**config.mk**
```make
export PLATFORM = sky130hd
export DESIGN_NAME = ogi_ctrl
export DESIGN_NICKNAME = d
export VERILOG_FILES = /design/src/design/ogi_pkg.sv /design/src/design/ogi_ctrl.sv
export SDC_FILE = /design/constraint.sdc
export NUM_CORES = 1
export LEC_CHECK = 0
export CORE_AREA = 2 2 39 41
export DETAILED_ROUTE_END_ITERATION = 8
export DIE_AREA = 0 0 41 43
export DONT_BUFFER_PORTS = 1
export GPL_TIMING_DRIVEN = 0
export REMOVE_ABC_BUFFERS = 1
export SETUP_SLACK_MARGIN = 0.4
export SLEW_MARGIN = 20
export SYNTH_ARGS = -nofsm -noshare
export SYNTH_HDL_FRONTEND = slang
export SYNTH_SLANG_ARGS = --single-unit
```
**constraint.sdc**
```tcl
create_clock -name clk -period 1.4 [get_ports clk]
set_clock_uncertainty 0.05 [all_clocks]
set_input_delay 0.21 -clock clk [delete_from_list [all_inputs] [get_ports clk]]
set_output_delay 0.21 -clock clk [all_outputs]
set_load 0.02 [all_outputs]
```
**src/design/ogi_pkg.sv**
```systemverilog
// Shared types, constants and a helper function for the occupancy grid inflation block.
package ogi_pkg;

  localparam int DEF_MAX_WIDTH  = 64;
  localparam int DEF_MAX_HEIGHT = 64;
  localparam int DEF_MAX_RADIUS = 15;

  localparam int COORD_W = 8;
  localparam int DELTA_W = 6;
  localparam int RAD_W   = 4;
  localparam int THR_W   = 7;
  localparam int DIM_W   = 7;
  localparam int XY_W    = 6;
  localparam int VAL_W   = 8;
  localparam int PADDR_W = 4;
  localparam int PDATA_W = 32;

  localparam logic [THR_W-1:0] RST_THRESHOLD = 7'd50;
  localparam logic [RAD_W-1:0] RST_RADIUS    = 4'd7;
  localparam logic [DIM_W-1:0] RST_WIDTH     = 7'd64;
  localparam logic [DIM_W-1:0] RST_HEIGHT    = 7'd64;

  localparam logic OP_WRITE = 1'b0;
  localparam logic OP_READ  = 1'b1;

  localparam logic signed [VAL_W-1:0] INF_BLOCKED = 8'sd100;
  localparam logic signed [VAL_W-1:0] INF_UNKNOWN = -8'sd1;
  localparam logic signed [VAL_W-1:0] INF_FREE    = 8'sd0;

  typedef enum logic [1:0] {
    REG_THRESHOLD,
    REG_RADIUS,
    REG_WIDTH,
    REG_HEIGHT
  } reg_idx_t;

  typedef enum logic [1:0] {
    RES_UNKNOWN,
    RES_BLOCKED,
    RES_FREE
  } res_kind_t;

  typedef struct packed {
    logic [THR_W-1:0] threshold;
    logic [RAD_W-1:0] radius;
    logic [DIM_W-1:0] width;
    logic [DIM_W-1:0] height;
  } cfg_t;

  typedef struct packed {
    logic      write;
    logic      capture;
    logic      rd_center;
    logic      scan_init;
    logic      scan_step;
    logic      load_out;
    res_kind_t kind;
  } cmd_t;

  typedef struct packed {
    logic in_oob;
    logic center_unknown;
    logic center_obst;
    logic hit;
    logic last;
    logic out_busy;
  } status_t;

  function automatic logic is_obst(logic [VAL_W-1:0] v, logic [THR_W-1:0] thr);
    return !v[VAL_W-1] && (v[VAL_W-2:0] >= thr);
  endfunction

endpackage

```
**src/design/ogi_ctrl.sv**
```systemverilog
// Controller state machine that sequences grid writes, centre checks and the disk scan.
module ogi_ctrl (
  input  logic             clk,
  input  logic             rst,
  input  logic             in_valid,
  input  logic             op,
  output logic             in_ready,
  input  ogi_pkg::status_t status,
  output ogi_pkg::cmd_t    cmd
);

  typedef enum logic [2:0] {
    ST_IDLE,
    ST_CENTER,
    ST_CHECK,
    ST_SCAN,
    ST_DRAIN,
    ST_FINISH
  } state_t;

  state_t             state;
  ogi_pkg::res_kind_t kind;

  assign in_ready = (state == ST_IDLE);

  always_comb begin
    cmd           = '0;
    cmd.kind      = kind;
    unique case (state)
      ST_IDLE: begin
        cmd.write   = in_valid && (op == ogi_pkg::OP_WRITE);
        cmd.capture = in_valid && (op == ogi_pkg::OP_READ);
      end
      ST_CENTER: cmd.rd_center = 1'b1;
      ST_CHECK:  cmd.scan_init = !status.center_unknown && !status.center_obst;
      ST_SCAN:   cmd.scan_step = !status.hit;
      ST_DRAIN:  cmd.scan_step = 1'b0;
      ST_FINISH: cmd.load_out  = !status.out_busy;
      default:   cmd.write     = 1'b0;
    endcase
  end

  always_ff @(posedge clk) begin
    if (rst) begin
      state <= ST_IDLE;
      kind  <= ogi_pkg::RES_UNKNOWN;
    end else begin
      unique case (state)
        ST_IDLE: begin
          if (in_valid && (op == ogi_pkg::OP_READ)) begin
            if (status.in_oob) begin
              kind  <= ogi_pkg::RES_UNKNOWN;
              state <= ST_FINISH;
            end else begin
              state <= ST_CENTER;
            end
          end
        end
        ST_CENTER: state <= ST_CHECK;
        ST_CHECK: begin
          priority if (status.center_unknown) begin
            kind  <= ogi_pkg::RES_UNKNOWN;
            state <= ST_FINISH;
          end else if (status.center_obst) begin
            kind  <= ogi_pkg::RES_BLOCKED;
            state <= ST_FINISH;
          end else begin
            state <= ST_SCAN;
          end
        end
        ST_SCAN: begin
          priority if (status.hit) begin
            kind  <= ogi_pkg::RES_BLOCKED;
            state <= ST_FINISH;
          end else if (status.last) begin
            state <= ST_DRAIN;
          end
        end
        ST_DRAIN: begin
          kind  <= status.hit ? ogi_pkg::RES_BLOCKED : ogi_pkg::RES_FREE;
          state <= ST_FINISH;
        end
        ST_FINISH: begin
          if (!status.out_busy) begin
            state <= ST_IDLE;
          end
        end
        default: state <= ST_IDLE;
      endcase
    end
  end

  a_oob_read_finishes: assert property (@(posedge clk) disable iff (rst)
    (state == ST_IDLE && in_valid && op == ogi_pkg::OP_READ && status.in_oob)
    |=> (state == ST_FINISH && kind == ogi_pkg::RES_UNKNOWN))
    else $error("out-of-bounds read did not go straight to the result");

  a_hit_blocks: assert property (@(posedge clk) disable iff (rst)
    (state == ST_SCAN && status.hit) |=> (state == ST_FINISH && kind == ogi_pkg::RES_BLOCKED))
    else $error("obstacle found in the scan did not give a blocked result");

  a_finish_leaves: assert property (@(posedge clk) disable iff (rst)
    (state == ST_FINISH && !status.out_busy) |-> cmd.load_out)
    else $error("result not loaded although the output register was free");

  a_no_scan_outside: assert property (@(posedge clk) disable iff (rst)
    (cmd.scan_step || cmd.scan_init) |-> (state == ST_SCAN || state == ST_CHECK))
    else $error("scan command issued outside the scan");

endmodule

```
==> impl_table.tex <==
\begin{tabular}{lr}
\hline
Metric & Value \\
\hline
\multicolumn{2}{l}{\textbf{Clock tree}} \\
Insertion delay to the later sink of the worst-skew pair & 0.24 ns \\
Sinks on the clock net & 5 \\
Deepest clock path buffer count & 2 \\
CTS tree & built \\
Clock edge transition at the registers on the reported setup and hold paths & 0.04 ns \\
Clock buffers created by TritonCTS & 3 \\
Root Buffer Master & sky130\_fd\_sc\_hd\_\_clkbuf\_4 \\
H-Tree Depth & 1 \\
\multicolumn{2}{l}{\textbf{Global routing}} \\
Number of antenna violations at the first check in global routing & 0 \\
First-pass GRT wire length & 2220 um \\
Vias in the first global route & 499 \\
Overall fraction of global-route tracks in use & 19.5\% \\
Global-route congestion overflow total & 0 \\
Pin count of the biggest net entering global routing & 7 \\
\multicolumn{2}{l}{\textbf{Pwr}} \\
Static leakage power & 0.000276 uW \\
Maximum VDD drop & 0.517 mV \\
Total Power & 1050 uW \\
Pwr/cell area & 1500 nW/um2 \\
\multicolumn{2}{l}{\textbf{Worst setup path}} \\
Kind of critical path & reg2out \\
Maximum single-stage delay on the critical path & 0.39 ns \\
Number of buffer and inverter stages on the critical path & 0 \\
Maximum net fanout on the critical path & 6 \\
Arrival time at the worst endpoint & 1.31 ns \\
Slowest cell on the critical path & sky130\_fd\_sc\_hd\_\_nor3\_4 \\
Ordered list of cells on the worst path & nor3\_4 > and3b\_2 \\
Type of element launching the critical path & flop \\
Family of cells with the greatest summed delay on the critical path & simple AND/OR/NAND/NOR gates \\
Required @ worst endpoint & 1.14 ns \\
Nature of the critical path endpoint & output pin \\
\multicolumn{2}{l}{\textbf{Logic synthesis}} \\
Xor/xnor share of the synthesized area & 0\% \\
Number of library cell types mapped by synthesis & 28 \\
Synthesized area divided by synthesized cell count & 7.48 um2 \\
Top area cells in the synthesized netlist & sky130\_fd\_sc\_hd\_\_dfxtp\_1, sky130\_fd\_sc\_hd\_\_a21oi\_1, sky130\_fd\_sc\_hd\_\_nand2b\_1 \\
Simple-gate share of the synthesized area & 40.2\% \\
Count of yosys warnings during synthesis & 0 \\
Dominant cell type by area after synthesis & sky130\_fd\_sc\_hd\_\_dfxtp\_1 \\
Dominant combinational cell family by area after synthesis & simple AND/OR/NAND/NOR gates \\
Proportion of synthesized area in mux cells & 0\% \\
Register bit total from synthesis & 5 \\
Area fraction in compound gates after synthesis & 26.4\% \\
Synthesized instance count & 52 \\
Sequential cell area fraction in the yosys report & 25.7\% \\
Fraction of synthesized cell area taken by the top area cell type & 25.7\% \\
Area of the mapped netlist & 389 um2 \\
Area share of fa/ha/maj cells after synthesis & 0\% \\
\multicolumn{2}{l}{\textbf{Layout}} \\
Final \#Nets & 78 \\
Layout overhead on the synthesized area & 80.7\% \\
Inserted Diodes & 0 \\
Filler Cells Inserted & 135 \\
Number of standard cells in the layout, taps in and fillers out & 83 \\
Share of cells above drive strength 1 & 58.2\% \\
Commonest non-fill, non-tap cell in the layout & sky130\_fd\_sc\_hd\_\_buf\_4 \\
Commonest non-fill, non-tap cells in the layout & sky130\_fd\_sc\_hd\_\_buf\_4, sky130\_fd\_sc\_hd\_\_nor2\_1, sky130\_fd\_sc\_hd\_\_buf\_6 \\
\multicolumn{2}{l}{\textbf{Placed design}} \\
DP Wirelength & 633 um \\
Port buffer count & 0 \\
Last weighted congestion value of the routability-driven placer & 0.673 \\
Placed insts & 65 \\
\multicolumn{2}{l}{\textbf{Detailed routing}} \\
Wire length reported by the detailed router & 1480 um \\
Number of search-and-repair iterations in the first detailed-routing pass & 4 \\
Vias per inst & 5.80 \\
Average wire per cell in the routed design & 17.9 um \\
Number of DRC markers in iteration 0 & 6 \\
Antenna Violating Nets Remaining & 0 \\
DRC viols & 0 \\
Total via count after detailed routing & 481 \\
\multicolumn{2}{l}{\textbf{Die}} \\
Floorplan core area & 1380 um2 \\
Row count & 14 \\
Initial core utilization & 28.1\% \\
Area of the die & 1760 um2 \\
Vert. Die Dim & 43 um \\
Horizontal die dimension & 41 um \\
IO Count & 19 \\
\multicolumn{2}{l}{\textbf{STA}} \\
Number of slew-limit violations in the final report & 0 \\
Setup violation total in the final timing report & 8 \\
Worst-Margin Slew & 0.421 ns \\
Final number of hold-violating endpoints & 0 \\
Achievable Freq & 638 MHz \\
Setup repair after global routing missed its margin & true \\
Shortest period the worst path allows & 1.57 ns \\
Fin Hold WS & 0.0530 ns \\
Headroom to the max-slew limit & 71.9\% \\
Worst path setup slack after routing & -0.167 ns \\
Final period util & 112\% \\
\multicolumn{2}{l}{\textbf{Flow run}} \\
Number of max-capacitance violations reported & 0 \\
\multicolumn{2}{l}{\textbf{Outcome}} \\
Violations in the final reports & setup timing \\
Outcome & finished, violations left \\
\multicolumn{2}{l}{\textbf{Hold path}} \\
Worst min path class & in2reg \\
\hline
\end{tabular}
[cell families after synthesis]
family          after synthesis
compound gates               15
buf+inv                       6
flops                         5
simple gates                 26
[path summary, 6_finish.rpt]
check | start | depth (start not counted) | to | slack, ns
worst min register to register | state[2]$_SDFFE_PP0P_ | 2 | state[1]$_SDFFE_PP0P_ | 0.55
worst min-delay path | rst | 1 | kind[1]$_SDFFE_PP0P_ | 0.05
worst max-delay path | state[0]$_SDFFE_PP0P_ | 2 | cmd[7] | -0.17
worst max register to register | state[0]$_SDFFE_PP0P_ | 5 | kind[0]$_SDFFE_PP0P_ | -0.12
[stage by stage]
stage               setup WS [ns]  area, um2  setup TNS [ns]  utilization [%]
finish                     -0.167        703          -0.767             50.8
global route               -0.248        703           -1.30             50.8
CTS                        -0.174        679          -0.679             49.1
detailed placement         -0.372        390           -1.60             28.2
global placement           -0.324        390           -1.55             28.2
floorplan                  -0.153        370          -0.583                -
[final cells by class]
type / count / area (um2) / area share, %
clock buffers: 4 / 26.3 / 3.74
well taps: 16 / 20.0 / 2.85
repair buffers: 14 / 160 / 22.8
multi-input cells: 41 / 372 / 52.8
inverters: 3 / 13.8 / 1.96
flip-flops and latches: 5 / 111 / 15.8
[per-layer routing]
metal	routed length, um	track usage [%]	share of wire [%]
met5	0	0	0
met3	75	4.19	5.1
met1	523	17.0	35
met2	844	33.1	57
met4	38	18.0	2.6
[sequential cells by signal (all words and copies together), names as in the netlist]
signal  flops
state       3
kind        2
[what timing repair did]
action / CTS / global route
setup endpoints to repair: 12 / 12
hold buffers: 1 / 0
endpoints found under the hold margin: 3 / 0
pin swaps: 11 / 6
setup buffers: 11 / 1
cloned: 1 / 0
resized for setup: 33 / 4
[cell usage after synthesis (all sizes together)]
library cell	count
nand4b	1
inv	3
and3	1
dfxtp	5
o22a	1
a21oi	6
o32ai	2
clkbuf	2
nor2b	1
nor3	2
a211oi	1
buf	1
nor4bb	1
nand2b	3
nand4	1
o21ai	2
a21boi	1
nand3	2
nand2	4
nor2	4
nor3b	2
or3b	1
and2	1
o21a	1
a221oi	1
nor4	1
and3b	1
[where the power goes]
part	leakage, uW	internal, uW	switching, uW	total [uW]
Combinational	0.000218	352	301	652
Clock	0.0000150	107	51.3	159
Sequential	0.0000431	185	57.5	242
No activity file was read; power rests on OpenSTA's default activity.
